[src/rtl/color_key_sprite_blit_assert.svh]
// Assertion helpers for the color-key sprite blitter.
// Both expect clk_i and rst_ni in scope.
`ifndef COLOR_KEY_SPRITE_BLIT_ASSERT_SVH
`define COLOR_KEY_SPRITE_BLIT_ASSERT_SVH

// Same-cycle implication.
`define CKB_ASSERT_NOW(lbl, ante, cons) \
  lbl: assert property (@(posedge clk_i) disable iff (!rst_ni) (ante) |-> (cons)) \
    else $error("ckb assertion failed (same cycle)");

// Next-cycle implication.
`define CKB_ASSERT_NEXT(lbl, ante, cons) \
  lbl: assert property (@(posedge clk_i) disable iff (!rst_ni) (ante) |=> (cons)) \
    else $error("ckb assertion failed (next cycle)");

`endif

[src/rtl/ckb_pkg.sv]
`timescale 1ns / 1ps
`default_nettype none

package ckb_pkg;

  localparam int unsigned MAX_BAND_DIM   = 512;
  localparam int unsigned MAX_SPRITE_DIM = 128;

  // Register widths as written on the config port
  localparam int unsigned BW_CFG_W = 10;
  localparam int unsigned SW_CFG_W = 8;
  localparam int unsigned CTR_W    = 11;

  // Widths of clamped values and positions
  localparam int unsigned BAND_W = $clog2(MAX_BAND_DIM + 1);
  localparam int unsigned SPR_W  = $clog2(MAX_SPRITE_DIM + 1);
  localparam int unsigned CNT_W  = $clog2(MAX_SPRITE_DIM);
  localparam int unsigned POS_W  = $clog2(MAX_BAND_DIM);
  localparam int unsigned CALC_W = ((CTR_W > SPR_W) ? CTR_W : SPR_W) + 2;
  localparam int unsigned MUL_W  = POS_W + BAND_W;

  localparam int unsigned PIX_W      = 16;
  localparam int unsigned ADDR_W     = 18;
  localparam int unsigned CFG_IDX_W  = 3;
  localparam int unsigned CFG_DATA_W = 11;

  localparam logic [BW_CFG_W-1:0] RST_BAND_WIDTH    = BW_CFG_W'(320);
  localparam logic [BW_CFG_W-1:0] RST_BAND_HEIGHT   = BW_CFG_W'(240);
  localparam logic [SW_CFG_W-1:0] RST_SPRITE_WIDTH  = SW_CFG_W'(64);
  localparam logic [SW_CFG_W-1:0] RST_SPRITE_HEIGHT = SW_CFG_W'(64);

  typedef enum logic [CFG_IDX_W-1:0] {
    REG_BAND_WIDTH    = 3'd0,
    REG_BAND_HEIGHT   = 3'd1,
    REG_SPRITE_WIDTH  = 3'd2,
    REG_SPRITE_HEIGHT = 3'd3,
    REG_CENTER_X      = 3'd4,
    REG_CENTER_Y      = 3'd5
  } cfg_reg_e;

  // Clamped configuration seen by the datapath
  typedef struct packed {
    logic [BAND_W-1:0]       bw;
    logic [BAND_W-1:0]       bh;
    logic [SPR_W-1:0]        sw;
    logic [SPR_W-1:0]        sh;
    logic signed [CTR_W-1:0] cx;
    logic signed [CTR_W-1:0] cy;
  } cfg_t;

  // Placement result for one pixel
  typedef struct packed {
    logic             hit;
    logic [POS_W-1:0] bx;
    logic [POS_W-1:0] by;
  } pos_t;

  function automatic logic [PIX_W-1:0] swap_bytes(input logic [PIX_W-1:0] v);
    swap_bytes = {v[7:0], v[15:8]};
  endfunction

endpackage

`default_nettype wire

[src/rtl/ckb_if.sv]
`timescale 1ns / 1ps
`default_nettype none

interface ckb_pix_if import ckb_pkg::*; ();
  logic             valid;
  logic             ready;
  logic [PIX_W-1:0] pixel;
  logic             first_pixel;

  modport source (output valid, output pixel, output first_pixel, input ready);
  modport sink   (input valid, input pixel, input first_pixel, output ready);
endinterface

interface ckb_wr_if import ckb_pkg::*; ();
  logic              valid;
  logic              ready;
  logic [ADDR_W-1:0] dest_address;
  logic [PIX_W-1:0]  write_data;

  modport source (output valid, output dest_address, output write_data, input ready);
  modport sink   (input valid, input dest_address, input write_data, output ready);
endinterface

interface ckb_cfg_if import ckb_pkg::*; ();
  logic                  valid;
  logic                  ready;
  logic [CFG_IDX_W-1:0]  index;
  logic [CFG_DATA_W-1:0] data;

  modport source (output valid, output index, output data, input ready);
  modport sink   (input valid, input index, input data, output ready);
endinterface

`default_nettype wire

[src/rtl/ckb_cfg_regs.sv]
`timescale 1ns / 1ps
`default_nettype none

module ckb_cfg_regs import ckb_pkg::*; (
  input  wire logic  clk_i,
  input  wire logic  rst_ni,
  ckb_cfg_if.sink    cfg_i,
  output cfg_t       cfg_o
);

  logic [BW_CFG_W-1:0]     band_w_q, band_h_q;
  logic [SW_CFG_W-1:0]     spr_w_q, spr_h_q;
  logic signed [CTR_W-1:0] ctr_x_q, ctr_y_q;

  assign cfg_i.ready = 1'b1;

  always_ff @(posedge clk_i or negedge rst_ni) begin
    if (!rst_ni) begin
      band_w_q <= RST_BAND_WIDTH;
      band_h_q <= RST_BAND_HEIGHT;
      spr_w_q  <= RST_SPRITE_WIDTH;
      spr_h_q  <= RST_SPRITE_HEIGHT;
      ctr_x_q  <= '0;
      ctr_y_q  <= '0;
    end else if (cfg_i.valid) begin
      case (cfg_i.index)
        REG_BAND_WIDTH:    band_w_q <= BW_CFG_W'(cfg_i.data);
        REG_BAND_HEIGHT:   band_h_q <= BW_CFG_W'(cfg_i.data);
        REG_SPRITE_WIDTH:  spr_w_q  <= SW_CFG_W'(cfg_i.data);
        REG_SPRITE_HEIGHT: spr_h_q  <= SW_CFG_W'(cfg_i.data);
        REG_CENTER_X:      ctr_x_q  <= CTR_W'(cfg_i.data);
        REG_CENTER_Y:      ctr_y_q  <= CTR_W'(cfg_i.data);
        default: ;
      endcase
    end
  end

  function automatic logic [BAND_W-1:0] clamp_band(input logic [BW_CFG_W-1:0] v);
    if (int'(v) > int'(MAX_BAND_DIM)) clamp_band = BAND_W'(MAX_BAND_DIM);
    else                              clamp_band = BAND_W'(v);
  endfunction

  // zero counts as one, oversize saturates
  function automatic logic [SPR_W-1:0] clamp_sprite(input logic [SW_CFG_W-1:0] v);
    if (v == '0)                                  clamp_sprite = SPR_W'(1);
    else if (int'(v) > int'(MAX_SPRITE_DIM))      clamp_sprite = SPR_W'(MAX_SPRITE_DIM);
    else                                          clamp_sprite = SPR_W'(v);
  endfunction

  always_comb begin
    cfg_o.bw = clamp_band(band_w_q);
    cfg_o.bh = clamp_band(band_h_q);
    cfg_o.sw = clamp_sprite(spr_w_q);
    cfg_o.sh = clamp_sprite(spr_h_q);
    cfg_o.cx = ctr_x_q;
    cfg_o.cy = ctr_y_q;
  end

endmodule

`default_nettype wire

[src/rtl/ckb_tracker.sv]
`timescale 1ns / 1ps
`default_nettype none
`include "color_key_sprite_blit_assert.svh"

module ckb_tracker import ckb_pkg::*; (
  input  wire logic             clk_i,
  input  wire logic             rst_ni,
  input  wire cfg_t             cfg_i,
  input  wire logic             adv_i,
  input  wire logic [PIX_W-1:0] pixel_i,
  input  wire logic             first_i,
  output pos_t                  pos_o
);

  logic [PIX_W-1:0] key_q, key_d;
  logic [CNT_W-1:0] col_q, col_d, row_q, row_d;
  logic [CNT_W-1:0] col_s, row_s, col_c, row_c;
  logic [SPR_W-1:0] col_p, row_p;
  logic signed [CALC_W-1:0] bx, by;
  logic in_band;

  always_comb begin
    // a marked pixel restarts the sprite and sets the key
    key_d = first_i ? pixel_i : key_q;
    col_s = first_i ? '0 : col_q;
    row_s = first_i ? '0 : row_q;

    // drop counts left stale by a smaller sprite size
    col_c = (SPR_W'(col_s) >= cfg_i.sw) ? '0 : col_s;
    row_c = (SPR_W'(row_s) >= cfg_i.sh) ? '0 : row_s;

    bx = CALC_W'(cfg_i.cx) - $signed(CALC_W'(cfg_i.sw >> 1)) + $signed(CALC_W'(col_c));
    by = CALC_W'(cfg_i.cy) - $signed(CALC_W'(cfg_i.sh >> 1)) + $signed(CALC_W'(row_c));

    in_band = (bx >= 0) && (bx < $signed(CALC_W'(cfg_i.bw)))
           && (by >= 0) && (by < $signed(CALC_W'(cfg_i.bh)));

    pos_o.hit = in_band && (pixel_i != key_d);
    pos_o.bx  = bx[POS_W-1:0];
    pos_o.by  = by[POS_W-1:0];

    // advance raster position
    col_p = SPR_W'(col_c) + SPR_W'(1);
    row_p = SPR_W'(row_c) + SPR_W'(1);
    if (col_p >= cfg_i.sw) begin
      col_d = '0;
      row_d = (row_p >= cfg_i.sh) ? '0 : row_p[CNT_W-1:0];
    end else begin
      col_d = col_p[CNT_W-1:0];
      row_d = row_c;
    end
  end

  always_ff @(posedge clk_i or negedge rst_ni) begin
    if (!rst_ni) begin
      key_q <= '0;
      col_q <= '0;
      row_q <= '0;
    end else if (adv_i) begin
      key_q <= key_d;
      col_q <= col_d;
      row_q <= row_d;
    end
  end

  `CKB_ASSERT_NEXT(a_key_latch, adv_i && first_i, key_q == $past(pixel_i))
  `CKB_ASSERT_NEXT(a_first_restart, adv_i && first_i && (cfg_i.sw > SPR_W'(1)),
                   (col_q == CNT_W'(1)) && (row_q == '0))

endmodule

`default_nettype wire

[src/rtl/color_key_sprite_blit.sv]
// A pixel word accepted into the input register moves on into the result register
//   once that is free, and its write word is offered from the result register.
// Throughput: one pixel word per cycle while no write word waits; the counters step
//   once per word; the band address is one 9x10 multiply plus add in the same stage.
// Reset (rst_ni low, asynchronous): config registers return to 320/240/64/64/0/0,
//   key and counters clear, both pipeline registers empty.
`timescale 1ns / 1ps
`default_nettype none
`include "color_key_sprite_blit_assert.svh"

module color_key_sprite_blit import ckb_pkg::*; (
  input  wire logic clk_i,
  input  wire logic rst_ni,
  ckb_cfg_if.sink   cfg_i,
  ckb_pix_if.sink   pixel_i,
  ckb_wr_if.source  wr_o
);

  cfg_t cfg;
  pos_t pos;

  // Input register
  logic             in_vld_q;
  logic [PIX_W-1:0] in_pix_q;
  logic             in_first_q;

  // Result register
  logic              out_vld_q, out_vld_d;
  logic [ADDR_W-1:0] addr_q, addr_d;
  logic [PIX_W-1:0]  data_q, data_d;

  logic             adv;
  logic [MUL_W-1:0] prod;

  ckb_cfg_regs u_cfg (
    .clk_i  (clk_i),
    .rst_ni (rst_ni),
    .cfg_i  (cfg_i),
    .cfg_o  (cfg)
  );

  // Key and raster counters move only when the held word moves on
  ckb_tracker u_trk (
    .clk_i   (clk_i),
    .rst_ni  (rst_ni),
    .cfg_i   (cfg),
    .adv_i   (adv && in_vld_q),
    .pixel_i (in_pix_q),
    .first_i (in_first_q),
    .pos_o   (pos)
  );

  // Result register is free when empty or being drained this cycle
  assign adv           = !out_vld_q || wr_o.ready;
  assign pixel_i.ready = !in_vld_q || adv;

  always_ff @(posedge clk_i or negedge rst_ni) begin
    if (!rst_ni) begin
      in_vld_q <= 1'b0;
    end else if (pixel_i.ready) begin
      in_vld_q <= pixel_i.valid;
    end
  end

  always_ff @(posedge clk_i) begin
    if (pixel_i.ready && pixel_i.valid) begin
      in_pix_q   <= pixel_i.pixel;
      in_first_q <= pixel_i.first_pixel;
    end
  end

  // Band address: row * band width + column, always below 2^18 once in band
  always_comb begin
    prod      = pos.by * cfg.bw;
    addr_d    = ADDR_W'(prod + MUL_W'(pos.bx));
    data_d    = swap_bytes(in_pix_q);
    out_vld_d = in_vld_q && pos.hit;
  end

  always_ff @(posedge clk_i or negedge rst_ni) begin
    if (!rst_ni) begin
      out_vld_q <= 1'b0;
    end else if (adv) begin
      out_vld_q <= out_vld_d;
    end
  end

  // Hold the payload while a write word waits
  always_ff @(posedge clk_i) begin
    if (adv && out_vld_d) begin
      addr_q <= addr_d;
      data_q <= data_d;
    end
  end

  assign wr_o.valid        = out_vld_q;
  assign wr_o.dest_address = addr_q;
  assign wr_o.write_data   = data_q;

  `CKB_ASSERT_NOW(a_stall_cause, !pixel_i.ready, in_vld_q && out_vld_q && !wr_o.ready)
  `CKB_ASSERT_NEXT(a_no_phantom, adv && !in_vld_q, !out_vld_q)
  `CKB_ASSERT_NEXT(a_drop_first, adv && in_vld_q && in_first_q, !out_vld_q)

endmodule

`default_nettype wire

[src/flat_wrapper.sv]
// flat-port wrapper written by rule: the top's interface ports become plain ports
module color_key_sprite_blit_flat import ckb_pkg::*;
  (clk_i, rst_ni, cfg_i_valid, cfg_i_index, cfg_i_data, cfg_i_ready, pixel_i_valid, pixel_i_pixel, pixel_i_first_pixel, pixel_i_ready, wr_o_valid, wr_o_dest_address, wr_o_write_data, wr_o_ready);
  ckb_cfg_if cfg_i_i ();
  ckb_pix_if pixel_i_i ();
  ckb_wr_if wr_o_i ();
  input  wire logic clk_i;
  input  wire logic rst_ni;
  input wire logic [$bits(cfg_i_i.valid)-1:0] cfg_i_valid;
  input wire logic [$bits(cfg_i_i.index)-1:0] cfg_i_index;
  input wire logic [$bits(cfg_i_i.data)-1:0] cfg_i_data;
  output wire logic [$bits(cfg_i_i.ready)-1:0] cfg_i_ready;
  input wire logic [$bits(pixel_i_i.valid)-1:0] pixel_i_valid;
  input wire logic [$bits(pixel_i_i.pixel)-1:0] pixel_i_pixel;
  input wire logic [$bits(pixel_i_i.first_pixel)-1:0] pixel_i_first_pixel;
  output wire logic [$bits(pixel_i_i.ready)-1:0] pixel_i_ready;
  output wire logic [$bits(wr_o_i.valid)-1:0] wr_o_valid;
  output wire logic [$bits(wr_o_i.dest_address)-1:0] wr_o_dest_address;
  output wire logic [$bits(wr_o_i.write_data)-1:0] wr_o_write_data;
  input wire logic [$bits(wr_o_i.ready)-1:0] wr_o_ready;
  assign cfg_i_i.valid = cfg_i_valid;
  assign cfg_i_i.index = cfg_i_index;
  assign cfg_i_i.data = cfg_i_data;
  assign cfg_i_ready = cfg_i_i.ready;
  assign pixel_i_i.valid = pixel_i_valid;
  assign pixel_i_i.pixel = pixel_i_pixel;
  assign pixel_i_i.first_pixel = pixel_i_first_pixel;
  assign pixel_i_ready = pixel_i_i.ready;
  assign wr_o_valid = wr_o_i.valid;
  assign wr_o_dest_address = wr_o_i.dest_address;
  assign wr_o_write_data = wr_o_i.write_data;
  assign wr_o_i.ready = wr_o_ready;
  color_key_sprite_blit u_core (.clk_i(clk_i), .rst_ni(rst_ni), .cfg_i(cfg_i_i), .pixel_i(pixel_i_i), .wr_o(wr_o_i));
endmodule
[config.mk]
export PLATFORM = sky130hd
export DESIGN_NAME = color_key_sprite_blit_flat
export DESIGN_NICKNAME = d
export VERILOG_FILES = /design/src/rtl/ckb_pkg.sv /design/src/rtl/ckb_if.sv /design/src/rtl/ckb_cfg_regs.sv /design/src/rtl/ckb_tracker.sv /design/src/rtl/color_key_sprite_blit.sv /design/src/flat_wrapper.sv
export VERILOG_INCLUDE_DIRS = /design/src /design/src/rtl
export SDC_FILE = /design/constraint.sdc
export NUM_CORES = 1
export LEC_CHECK = 0
export BUFFER_PORTS_ARGS = -buffer_cell sky130_fd_sc_hd__clkbuf_2
export CAP_MARGIN = 20
export CORE_UTILIZATION = 51
export CTS_CLUSTER_DIAMETER = 30
export CTS_CLUSTER_SIZE = 40
export DETAILED_ROUTE_END_ITERATION = 8
export PLACE_DENSITY = 0.72
export SLEW_MARGIN = 20
export SYNTH_ARGS = -nofsm -noshare
export SYNTH_HDL_FRONTEND = slang
export SYNTH_SLANG_ARGS = --single-unit
[constraint.sdc]
create_clock -name clk_i -period 11.3 [get_ports clk_i]
set_input_delay 0.565 -clock clk_i [delete_from_list [all_inputs] [get_ports clk_i]]
set_output_delay 0.565 -clock clk_i [all_outputs]
set_load 0.03 [all_outputs]
**After elaboration in Yosys (flattened, before gate mapping)**

Cells that the tools add are included.

- Register bits after elaboration: 141
- Logic and storage cells: 76

- Multipliers: 1
- $lt $le $gt $ge: 12
- Muxes and demuxes: 14
- Equal/unequal tests: 6
- Reductions and logical operators: 21
- $add $sub $neg: 7

Operator list:

| cell | number |
|---|---|
| $mux W7 | 7 |
| $mux W8 | 4 |
| $add A12 B8 Y13 | 2 |
| $ge A13 B1 Y1 const B | 2 |
| $lt A13 B11 Y1 | 2 |
| $sub A11 B8 Y12 | 2 |
| $gt A10 B10 Y1 const B | 2 |
| $mux W10 | 2 |
| $add A18 B9 Y18 | 1 |
| $mul A9 B10 Y18 | 1 |
| $add A7 B1 Y8 const B | 2 |
| $ge A7 B8 Y1 | 2 |
| $ge A8 B8 Y1 | 2 |
| $gt A8 B8 Y1 const B | 2 |
| $logic_not A8 Y1 | 2 |
| $mux W16 | 1 |
| $ne A16 B16 Y1 | 1 |
| $reduce_and A2 Y1 | 6 |
| $logic_and A1 B1 Y1 | 8 |
| $eq A3 B2 Y1 const B | 2 |
| $eq A3 B3 Y1 const B | 2 |
| $eq A3 B1 Y1 const B | 1 |
| $logic_not A3 Y1 | 1 |
| $logic_not A1 Y1 | 2 |
| $logic_or A1 B1 Y1 | 2 |

**Logic depth before layout (Yosys ltp)**

Gate-level depths: netlist (run 1).

- Word-level depth: 13
- Depth in mapped cells: 38

**Hierarchy**

From an unflattened synthesis (run 1), not the netlist that was laid out.

- Cell total of the unflattened synthesis: 1092
- Area total of the unflattened synthesis: 11731.3 µm²

By module, submodules not included:

| module | times used | sequential area each (µm²) | area each (µm²) | cells an instance |
|---|---|---|---|---|
| color_key_sprite_blit | 1 | 1581.5 | 4845.9 | 415 |
| ckb_tracker | 1 | 750.7 | 4344.2 | 506 |
| ckb_cfg_regs | 1 | 1461.4 | 2541.2 | 171 |

**Least setup slack after synthesis (run 1)**

Ideal clock, no wire load.

- Kind: flip-flop to flip-flop
- From: reg u_core.in_first_q
- To: reg u_core.addr_q[0], in the netlist u_core.wr_o.dest_address[0], enable pin
- Period minus slack after synthesis: 9.143 ns
- Arrival time: 8.632 ns
- Stages on the path, launching flop included: 28
- Setup slack: 2.157 ns
- Path buffers: 2
- Cell sequence: edfxtp_1 > buf_6 > clkbuf_1 > nand2b_1 > ha_1 > nand2b_1 > a211oi_1 > o21a_1 > nor2_1 > nor3_2 > and2_1 > xor2_1 > ha_1 > ha_1 > a21o_1 > a311o_1 > a21o_1 > a21oi_1 > o21bai_1 > a21oi_1 > xnor2_1 > ha_1 > nor3_2 > o21ai_1 > or4_1 > nor3_2 > o31ai_1 > nor4_1

- Longest elaborated chain between the ends: 11

Ends and longest elaborated chain:

| element | RTL line | text |
|---|---|---|
| start, declared | color_key_sprite_blit.sv:25 | `logic in_first_q;` |
| start signal, assigned | color_key_sprite_blit.sv:68 | `in_first_q <= pixel_i.first_pixel;` |
| $mux W7 | ckb_tracker.sv:25 | `col_s = first_i ? '0 : col_q;` |
| $ge A7 B8 Y1 | ckb_tracker.sv:29 | `col_c = (SPR_W'(col_s) >= cfg_i.sw) ? '0 : col_s;` |
| $mux W7 | ckb_tracker.sv:29 |  |
| $add A12 B8 Y13 | ckb_tracker.sv:32 | `bx = CALC_W'(cfg_i.cx) - $signed(CALC_W'(cfg_i.sw >> 1)) + $signed(CALC_W'(col_c));` |
| $ge A13 B1 Y1 or $lt A13 B11 Y1 (tied branches) | ckb_tracker.sv:35 | `in_band = (bx >= 0) && (bx < $signed(CALC_W'(cfg_i.bw)))` |
| $logic_and A1 B1 Y1 | ckb_tracker.sv:35 |  |
| $logic_and A1 B1 Y1 (2 in a row) | ckb_tracker.sv:36 | `&& (by >= 0) && (by < $signed(CALC_W'(cfg_i.bh)));` |
| $logic_and A1 B1 Y1 * | ckb_tracker.sv:38 | `pos_o.hit = in_band && (pixel_i != key_d);` |
| $logic_and A1 B1 Y1 * | color_key_sprite_blit.sv:77 | `out_vld_d = in_vld_q && pos.hit;` |
| $logic_and A1 B1 Y1 * | color_key_sprite_blit.sv:90 | `if (adv && out_vld_d) begin` |
| end signal, assigned | color_key_sprite_blit.sv:91 | `addr_q <= addr_d;` |
| end, declared | color_key_sprite_blit.sv:29 | `logic [ADDR_W-1:0] addr_q, addr_d;` |

Every way passes the cells marked *; elsewhere a longest branch is shown, timed or not.
A chain may end at the register's enable or synchronous reset.

**Worst setup path in the final report (run 1)**

- From: reg u_core.in_first_q
- To: reg u_core.addr_q[17], in the netlist u_core.wr_o.dest_address[17], data pin

- Longest elaborated chain between the ends: 6

Ends and longest elaborated chain:

| element | RTL line | text |
|---|---|---|
| $mux W7 | ckb_tracker.sv:26 | `row_s = first_i ? '0 : row_q;` |
| $ge A7 B8 Y1 | ckb_tracker.sv:30 | `row_c = (SPR_W'(row_s) >= cfg_i.sh) ? '0 : row_s;` |
| $mux W7 | ckb_tracker.sv:30 |  |
| $add A12 B8 Y13 | ckb_tracker.sv:33 | `by = CALC_W'(cfg_i.cy) - $signed(CALC_W'(cfg_i.sh >> 1)) + $signed(CALC_W'(row_c));` |
| $mul A9 B10 Y18 | color_key_sprite_blit.sv:74 | `prod = pos.by * cfg.bw;` |
| $add A18 B9 Y18 * | color_key_sprite_blit.sv:75 | `addr_d = ADDR_W'(prod + MUL_W'(pos.bx));` |
| net u_core.addr_d[17] | color_key_sprite_blit.sv:29 |  |

Mark *: on every way through the listed nets, which the timed path passes. The rest lies on a longest branch.

==> impl_metrics.py, run 1 <==
metrics = {
    "clock_network": {
        "clk_pin_slew_ns": 0.07,
        "htreeDepth": 4,
        "cts_root_buf": "clkbuf_16",
        "cts_resized": 0,
        "holdBufCountCts": 0,
        "cts_sinks": 141,
        "clock_latency_ns": 0.44,
        "clockBufferDepth": 2,
        "cts_setup_buffers": 0,
        "cts_tree": "built",
        "cts_buffers": 17,
    },
    "routing": {
        "wl_um": 24300,
        "postRouteAntennaNets": 0,
        "num_vias": 7950,
        "drc": 0,
        "wl_per_cell_um": 16.8,
        "via_per_inst": 5.50,
        "drt_iter0_drc": 529,
        "drt_pass1_iterations": 5,
    },
    "sta": {
        "layout_min_cycle_time_ns": 9.36,
        "max_slew_margin_pct": 28.1,
        "finClkSkew_ns": 0.0131,
        "slew_viol_final": 0,
        "worst_slack_ns": 1.94,
        "setup_viol": 0,
        "rsz0062_at_grt": "no",
        "max_freq_ghz": 0.107,
        "fin_crit_sh_pct": 82.8,
        "worst_pin_slew_ns": 1.08,
        "final_hold_viol_count": 0,
        "finalSetupTns_ns": 0,
    },
    "synth": {
        "ys.flop_type": "dfrtp_1",
        "synth_edf_count": 51,
        "synth_top_area_cell": "dfrtp_1",
        "synth_area_um2": 11200,
        "async_flop_share_pct": 63.8,
        "syn_inst": 1086,
        "synth_area_leaders": "dfrtp_1, ha_1, edfxtp_1",
        "yosysTopAreaCellShare_pct": 18.3,
        "synthDistinctLibCells": 62,
        "avgSynthCellArea_um2": 10.4,
        "yosysSeqAreaShare_pct": 33.7,
        "ys_warn_count": 0,
        "synthesis.nets": 1323,
        "ys_ff_latch": 141,
    },
    "global_routing": {
        "track_usage_pct": 23.4,
        "grt_pass1_wl_um": 40700,
        "grt_max_degree": 53,
        "grt_overflow_total": 0,
        "antenna_found_initial": 0,
        "grt_pass1_vias": 8191,
    },
    "layout": {
        "postLayoutCoreUtil_pct": 58.9,
        "drive_above_1_share_pct": 16.7,
        "final_nets": 1395,
        "finalInstanceArea_um2": 12500,
        "n_antenna_cell": 0,
        "area_growth_syn_to_layout_pct": 11.6,
        "final_common_cell": "inv_1",
        "final_cell_mix": "inv_1, ha_1, nand2_1, dfrtp_1, nor2_1",
    },
    "placement": {
        "dp_hpwl_um": 19100,
        "port-buffer-count": 71,
        "placed_area_um2": 11900,
        "place_congestion": 0.898,
        "pre_cts_ws_ns": 1.99,
    },
    "worst_setup_path": {
        "r2r_slack_ns": 1.94,
        "crit_fanout": 19,
        "critPathKind": "register to register",
        "startpoint_type": "register",
        "critPathRequiredTime_ns": 11.48,
        "slowest_delay_ns": 0.68,
        "path_delay_family": "adder cells",
        "slowest_stage": "edfxtp_1",
        "path_buf_inv": 4,
        "cp.arrival_ns": 9.54,
        "cpMostUsedCell": "fa_1",
        "endpoint_kind": "register",
    },
    "min_path": {
        "hold_path_class": "primary input to asynchronous set/reset pin",
    },
    "floorplan": {
        "die_w_um": 150,
        "ios": 73,
        "die_h_um": 150,
        "rows": 53,
        "initial_core_util_pct": 52.8,
        "core-area_um2": 21300,
        "die_area_um2": 22600,
    },
    "flow_run": {
        "maxCapViolations": 0,
    },
    "status": {
        "outcome": "finished clean",
    },
}
==> flip-flops by register name, summed over array words and instances (netlist names) <==
name	count
u_core.in_first_q	1
u_core.in_pix_q	16
u_core.in_vld_q	1
u_core.u_cfg.band_h_q	10
u_core.u_cfg.band_w_q	10
u_core.u_cfg.ctr_x_q	11
u_core.u_cfg.ctr_y_q	11
u_core.u_cfg.spr_h_q	8
u_core.u_cfg.spr_w_q	8
u_core.u_trk.col_q	7
u_core.u_trk.key_q	16
u_core.u_trk.row_q	7
u_core.wr_o.dest_address	18
u_core.wr_o.valid	1
u_core.wr_o.write_data	16
==> final cells by class <==
class                      count  area [µm²]
timing repair buffer          75         388
tap                          275         344
sequential                   141        3790
fill                        1777        8740
clock buffer                  17         425
clock inverter                15         198
inverter                     134         503
multi-input combinational    789        6890
==> synthesized netlist by cell type, types with 3 or more instances <==
| cell | instances |
|---|---|
| a31o_2 | 3 |
| o21a_1 | 5 |
| nor2b_1 | 21 |
| nor3_2 | 3 |
| inv_1 | 131 |
| and2_1 | 24 |
| xnor2_1 | 48 |
| fa_1 | 73 |
| dfstp_2 | 8 |
| nor4_1 | 8 |
| ha_1 | 128 |
| nand4b_1 | 4 |
| a31oi_1 | 6 |
| nor3_1 | 11 |
| a22o_1 | 7 |
| dfrtp_1 | 82 |
| a21oi_1 | 36 |
| nor2_1 | 79 |
| a21o_1 | 19 |
| nand3_1 | 11 |
| edfxtp_1 | 51 |
| nand4_1 | 11 |
| nand3b_1 | 3 |
| mux2_2 | 66 |
| o31ai_1 | 4 |
| o2111ai_1 | 5 |
| nand2b_1 | 13 |
| clkinv_1 | 3 |
| o21bai_1 | 7 |
| xor2_1 | 13 |
| a211oi_1 | 9 |
| nand2_1 | 102 |
| and3_1 | 8 |
| clkbuf_1 | 17 |
| o21ai_0 | 32 |
==> per-stage QoR <==
step | instances | hold slack (ns)
after floorplan | 1086 | 0.269
after global placement | 1414 | 0.457
after detailed placement | 1414 | 0.471
after CTS | 1446 | 0.112
after global routing | 1446 | 0.126
final | 1446 | 0.0983
==> final timing paths <==
path | start | end | depth (start not counted)
worst max-delay path | u_core.in_first_q$_DFFE_PP_ | u_core.wr_o.dest_address[17]$_DFFE_PP_ | 34
worst min-delay path | rst_ni | u_core.u_cfg.ctr_y_q[5]$_DFFE_PN0P_ | 1
worst max register to register | u_core.in_first_q$_DFFE_PP_ | u_core.wr_o.dest_address[17]$_DFFE_PP_ | 34
worst min register to register | u_core.u_trk.col_q[1]$_DFFE_PN0P_ | u_core.u_trk.col_q[1]$_DFFE_PN0P_ | 2
max in group asynchronous | rst_ni | u_core.u_trk.key_q[15]$_DFFE_PN0P_ | 2
min in group clk_i | pixel_i_pixel[13] | u_core.in_pix_q[13]$_DFFE_PP_ | 1
==> layer usage <==
metal	GRT usage, %	vias to the layer above	wire (µm)
met3	4.21	42	882
li1	-	3856	-
met2	39.6	163	12000
met5	0	-	0
met4	8.54	0	552
met1	29.9	3889	10900
==> kinds of logic (layout without fill, tap and decap cells) <==
| logic type | after synthesis | count (layout) | synth area share [%] |
|---|---|---|---|
| and+or+nand+nor | 309 | 309 | 13.3 |
| muxes | 67 | 67 | 6.70 |
| xor gates and xnor gates | 61 | 61 | 4.75 |
| buffers and inverters | 156 | 241 | 5.33 |
| adders and majority gates | 201 | 201 | 27.2 |
| DFF | 141 | 141 | 33.7 |
| AOI/OAI and AO/OA | 150 | 150 | 8.89 |
| other | 1 | 1 | 0.0334 |
Power of run 1 is not shown: default switching activity piles up to over one toggle a cycle in this logic, so the estimate is an artifact.
==> run 2, diff against run 1 <==
--- a/config.mk
+++ b/config.mk
@@ -6,6 +6,7 @@
 export SDC_FILE = /design/constraint.sdc
 export NUM_CORES = 1
 export LEC_CHECK = 0
+export ABC_AREA = 1
 export BUFFER_PORTS_ARGS = -buffer_cell sky130_fd_sc_hd__clkbuf_2
 export CAP_MARGIN = 20
 export CORE_UTILIZATION = 51
==> constraint.sdc (replaced) <==
create_clock -name clk_i -period 8.9 [get_ports clk_i]
set_input_delay 0.445 -clock clk_i [delete_from_list [all_inputs] [get_ports clk_i]]
set_output_delay 0.445 -clock clk_i [all_outputs]
set_load 0.03 [all_outputs]
==> impl_metrics.py, run 2 <==
metrics = {
    "status": {
        "outcome": "finished clean",
    },
    "worst_setup_path": {
        "critPathRequiredTime_ns": 9.10,
        "slowest_delay_ns": 0.55,
        "slowest_stage": "fa_1",
        "endpoint_kind": "register",
        "startpoint_type": "register",
        "critPathKind": "register to register",
        "cp.arrival_ns": 8.56,
        "crit_fanout": 7,
    },
    "sta": {
        "worst_pin_slew_ns": 0.967,
        "finClkSkew_ns": 0.0158,
        "max_freq_ghz": 0.120,
        "fin_crit_sh_pct": 94.0,
        "layout_min_cycle_time_ns": 8.37,
        "max_slew_margin_pct": 35.3,
        "final_hold_viol_count": 0,
        "slew_viol_final": 0,
        "setup_viol": 0,
    },
    "layout": {
        "final_cell_mix": "nand2_1, inv_1, nor2_1, ha_1, o21ai_0",
        "postLayoutCoreUtil_pct": 58.1,
        "final_nets": 1748,
        "final_common_cell": "nand2_1",
        "n_antenna_cell": 0,
        "drive_above_1_share_pct": 11.4,
        "largest_register_ffs": 18,
        "finalInstanceArea_um2": 13100,
        "area_growth_syn_to_layout_pct": 11.8,
    },
    "global_routing": {
        "met2_usage_pct": 38.2,
        "grt_pass1_vias": 9119,
        "met1_usage_pct": 33.4,
        "grt_max_degree": 59,
        "grtUsageMet3_pct": 3.61,
        "track_usage_pct": 23.7,
        "grt_pass1_wl_um": 44700,
        "grt_overflow_total": 0,
        "antenna_found_initial": 0,
        "grt_busiest_layer": "met2",
    },
    "routing": {
        "wl_per_cell_um": 14.9,
        "drt_iter0_drc": 561,
        "drt_pass1_iterations": 5,
        "postRouteAntennaNets": 0,
        "wl_um": 26900,
        "num_vias": 9608,
        "drc": 0,
        "via_per_inst": 5.31,
    },
    "synth": {
        "synth_area_um2": 11800,
        "async_flop_share_pct": 63.8,
        "synth_top_area_cell": "dfrtp_1",
        "syn_inst": 1431,
        "synth_area_leaders": "dfrtp_1, ha_1, edfxtp_1",
        "synthesis.nets": 1668,
        "yosysSeqAreaShare_pct": 32.3,
        "ys_ff_latch": 141,
        "ys.flop_type": "dfrtp_1",
        "yosysTopAreaCellShare_pct": 17.4,
        "synth_edf_count": 51,
        "avgSynthCellArea_um2": 8.22,
        "ys_warn_count": 0,
        "synthDistinctLibCells": 52,
        "synth_most_common_cell": "nand2_1",
        "synth_commonest_cells": "nand2_1, inv_1, nor2_1",
    },
    "clock_network": {
        "clk_pin_slew_ns": 0.07,
        "cts_root_buf": "clkbuf_16",
        "cts_tree": "built",
        "htreeDepth": 4,
        "cts_buffers": 17,
        "clock_latency_ns": 0.43,
        "cts_sinks": 141,
        "clockBufferDepth": 2,
    },
    "floorplan": {
        "ios": 73,
        "initial_core_util_pct": 51.9,
        "core-area_um2": 22600,
        "die_w_um": 154,
        "die_area_um2": 23700,
        "die_h_um": 154,
        "rows": 55,
    },
    "min_path": {
        "hold_path_class": "primary input to register",
    },
    "placement": {
        "dp_hpwl_um": 20800,
        "placed_area_um2": 12400,
        "place_congestion": 0.931,
        "port-buffer-count": 71,
    },
    "flow_run": {
        "maxCapViolations": 0,
    },
}
[run 2: path summary, 6_finish.rpt]
path | end | startpoint | slack (ns) | depth (start not counted)
worst max-delay path | u_core.wr_o.dest_address[17]$_DFFE_PP_ | u_core.u_cfg.spr_h_q[0]$_DFFE_PN0P_ | 0.53 | 40
worst min-delay path | u_core.in_pix_q[7]$_DFFE_PP_ | pixel_i_pixel[7] | 0.19 | 1
worst max register to register | u_core.wr_o.dest_address[17]$_DFFE_PP_ | u_core.u_cfg.spr_h_q[0]$_DFFE_PN0P_ | 0.53 | 40
worst min register to register | u_core.u_cfg.band_w_q[3]$_DFFE_PN0P_ | u_core.u_cfg.band_w_q[3]$_DFFE_PN0P_ | 0.49 | 2
max in group asynchronous | u_core.u_cfg.ctr_x_q[7]$_DFFE_PN0P_ | rst_ni | 7.29 | 3
min in group asynchronous | u_core.u_cfg.spr_h_q[5]$_DFFE_PN0P_ | rst_ni | 0.49 | 2
[run 2: critical path: cells and delay by family, from the launching register on]
family / cells / cell delay [ns]
adder cells (fa/ha/maj): 9 / 3.80
AND/OR/NAND/NOR: 14 / 1.74
AO/OA/AOI/OAI: 7 / 1.09
buffers and inverters: 8 / 0.55
XOR/XNOR: 2 / 0.52
flip-flops: 1 / 0.39
[run 2: metrics by stage]
step / setup WS, ns / cells / setup TNS [ns] / hold slack [ns]
after floorplan: 0.890 / 1431 / 0 / 0.149
after global placement: 0.517 / 1768 / 0 / 0.405
after detailed placement: 0.288 / 1768 / 0 / 0.412
after CTS: 0.238 / 1801 / 0 / 0.180
after global routing: -0.0191 / 1809 / -0.0191 / 0.171
final: 0.534 / 1809 / 0 / 0.185
[run 2: timing repair]
item                                   in CTS  in global routing
hold buffers                                1                  0
buffers inserted                            0                  8
endpoints found under the hold margin      27                  0
setup endpoints to repair                   0                  9
resized for setup                           0                 20
[run 2: kinds of logic after synthesis]
family / count (synthesis) / share of synthesized area [%]
AO/OA/AOI/OAI: 191 / 9.02
XOR/XNOR: 33 / 2.59
adder cells (fa/ha/maj): 201 / 26.0
buffers and inverters: 283 / 9.26
flip-flops: 141 / 32.3
other: 1 / 0.0319
AND/OR/NAND/NOR: 581 / 20.8
[run 2: final cells by class]
cell class,instances,area [µm²]
Multi-Input combinational cell,1007,6940
Inverter,258,971
Clock inverter,12,145
Timing Repair Buffer,86,473
Fill cell,1990,9490
Clock buffer,20,468
Sequential cell,141,3790
Tap cell,285,357
[run 2: routing by layer]
layer	part of all wire, %	routed length, µm
met3	4.2	1120
met5	0	0
met1	48	12900
met4	1.4	376
met2	47	12500
Power of run 2 is left out for the same reason.
==> run 3, diff against run 2 <==
--- a/config.mk
+++ b/config.mk
@@ -17,4 +17,5 @@
 export SLEW_MARGIN = 20
 export SYNTH_ARGS = -nofsm -noshare
 export SYNTH_HDL_FRONTEND = slang
+export SYNTH_HIERARCHICAL = 1
 export SYNTH_SLANG_ARGS = --single-unit
==> impl_metrics.py, run 3 <==
metrics = {
    "status": {
        "outcome": "finished clean",
    },
    "worst_setup_path": {
        "path_buf_inv": 6,
        "critPathRequiredTime_ns": 9.09,
        "startpoint_type": "register",
        "cp.arrival_ns": 8.25,
        "path_delay_family": "adder cells",
        "slowest_delay_ns": 0.88,
        "crit_fanout": 19,
        "slowest_stage": "edfxtp_1",
        "critPathKind": "register to register",
        "endpoint_kind": "register",
        "cpMostUsedCell": "nand2_1",
    },
    "sta": {
        "layout_min_cycle_time_ns": 8.06,
        "worst_pin_slew_ns": 1.04,
        "finalSetupTns_ns": 0,
        "final_hold_viol_count": 0,
        "setup_viol": 0,
        "finClkSkew_ns": 0.0149,
        "max_slew_margin_pct": 30.4,
        "max_freq_ghz": 0.124,
        "rsz0062_at_grt": "no",
        "slew_viol_final": 0,
        "worst_slack_ns": 0.842,
        "fin_crit_sh_pct": 90.5,
    },
    "floorplan": {
        "rows": 56,
        "die_area_um2": 25100,
        "core-area_um2": 23800,
        "die_w_um": 158,
        "ios": 73,
        "initial_core_util_pct": 52.5,
        "die_h_um": 158,
    },
    "synth": {
        "async_flop_share_pct": 63.8,
        "synth_top_area_cell": "dfrtp_1",
        "synth_area_um2": 12500,
        "synth_most_common_cell": "nand2_1",
        "synth_edf_count": 51,
        "avgSynthCellArea_um2": 7.94,
        "synthesis.nets": 1807,
        "ys_warn_count": 6,
        "ys.flop_type": "dfrtp_1",
        "ys_ff_latch": 141,
        "synth_commonest_cells": "nand2_1, inv_1, ha_1",
        "synth_area_leaders": "dfrtp_1, ha_1, edfxtp_1",
        "yosysSeqAreaShare_pct": 30.4,
        "yosysTopAreaCellShare_pct": 16.5,
        "synthDistinctLibCells": 54,
        "syn_inst": 1570,
    },
    "layout": {
        "final_common_cell": "nand2_1",
        "postLayoutCoreUtil_pct": 57.5,
        "n_antenna_cell": 0,
        "final_nets": 1866,
        "drive_above_1_share_pct": 11.3,
        "largest_register_ffs": 18,
        "fillers": 2126,
        "area_growth_syn_to_layout_pct": 9.49,
        "final_cell_mix": "nand2_1, inv_1, ha_1, dfrtp_1, nor2_1",
    },
    "min_path": {
        "hold_path_class": "primary input to register",
    },
    "clock_network": {
        "cts_resized": 0,
        "clockBufferDepth": 2,
        "holdBufCountCts": 1,
        "cts_tree": "built",
        "clk_pin_slew_ns": 0.07,
        "cts_sinks": 141,
        "htreeDepth": 4,
        "cts_root_buf": "clkbuf_16",
        "cts_setup_buffers": 0,
        "clock_latency_ns": 0.43,
        "cts_buffers": 17,
    },
    "placement": {
        "port-buffer-count": 71,
        "dp_hpwl_um": 22000,
        "pre_cts_ws_ns": 0.840,
        "place_congestion": 0.916,
    },
    "routing": {
        "num_vias": 9988,
        "drt_pass1_iterations": 5,
        "drt_iter0_drc": 610,
        "wl_um": 28200,
        "via_per_inst": 5.09,
        "postRouteAntennaNets": 0,
        "wl_per_cell_um": 14.4,
        "drc": 0,
    },
    "global_routing": {
        "track_usage_pct": 24.5,
        "grt_pass1_wl_um": 47500,
        "antenna_found_initial": 0,
        "grt_max_degree": 61,
        "grt_pass1_vias": 9950,
        "grt_overflow_total": 0,
    },
    "flow_run": {
        "maxCapViolations": 0,
    },
}
==> run 3: cell count changes in the layout (fill, tap and decap cells not counted), moves of 10 or more <==
cell,before,now
inv_1,241,359
o21ai_0,87,41
a21oi_1,50,63
nand3b_1,15,1
nand3_1,59,49
o21ai_1,12,47
nand2_1,313,392
nor2_1,138,81
==> run 3: final timing paths <==
check                      cells past startpoint  slack (ns)                           from                                endpoint
setup / recovery                              35        0.84    u_core/in_first_q$_DFFE_PP_  u_core/wr_o.dest_address[17]$_DFFE_PP_
hold / removal                                 1        0.19               pixel_i_pixel[0]            u_core/in_pix_q[0]$_DFFE_PP_
setup reg to reg                              35        0.84    u_core/in_first_q$_DFFE_PP_  u_core/wr_o.dest_address[17]$_DFFE_PP_
hold reg to reg                                0        0.44  u_core/in_pix_q[14]$_DFFE_PP_     u_core/wr_o.write_data[6]$_DFFE_PP_
max in group asynchronous                      3        7.31                         rst_ni    u_core/u_cfg/band_w_q[9]$_DFFE_PN0P_
min in group asynchronous                      2        0.49                         rst_ni     u_core/u_cfg/spr_h_q[5]$_DFFE_PN0P_
==> run 3: final cells by class <==
cell class                      instances  area [µm²]  area share (%)
Clock inverter                         10        77.6           0.568
Tap cell                              319         399            2.92
Timing Repair Buffer                   81         435            3.19
Sequential cell                       141        3790            27.8
Clock buffer                           22         485            3.56
Inverter                              369        1390            10.1
Multi-Input combinational cell       1019        7080            51.8
==> run 3: stage by stage <==
stage / instance area, µm² / std cells / hold WS, ns
after floorplan: 12500 / 1570 / 0.149
after global placement: 13100 / 1928 / 0.402
after detailed placement: 13100 / 1928 / 0.412
after CTS: 13700 / 1961 / 0.179
after global routing: 13700 / 1961 / 0.175
final: 13700 / 1961 / 0.189
==> run 3: cell families after synthesis <==
logic type                 after synthesis  share of synthesized area (%)
other                                    1                         0.0301
buffers and inverters                  410                           12.9
adders and majority gates              201                           24.6
DFF                                    141                           30.4
AOI/OAI and AO/OA                      187                           8.35
muxes                                    8                          0.722
and+or+nand+nor                        587                           20.5
xor gates and xnor gates                35                           2.46
==> run 3: metal layers <==
metal	track usage, %	up-vias	routed length (µm)
li1	-	4969	-
met3	3.78	42	1560
met5	0	-	0
met4	8.97	0	680
met2	41.1	283	13300
met1	31.9	4694	12600
Power of run 3 is left out for the same reason.
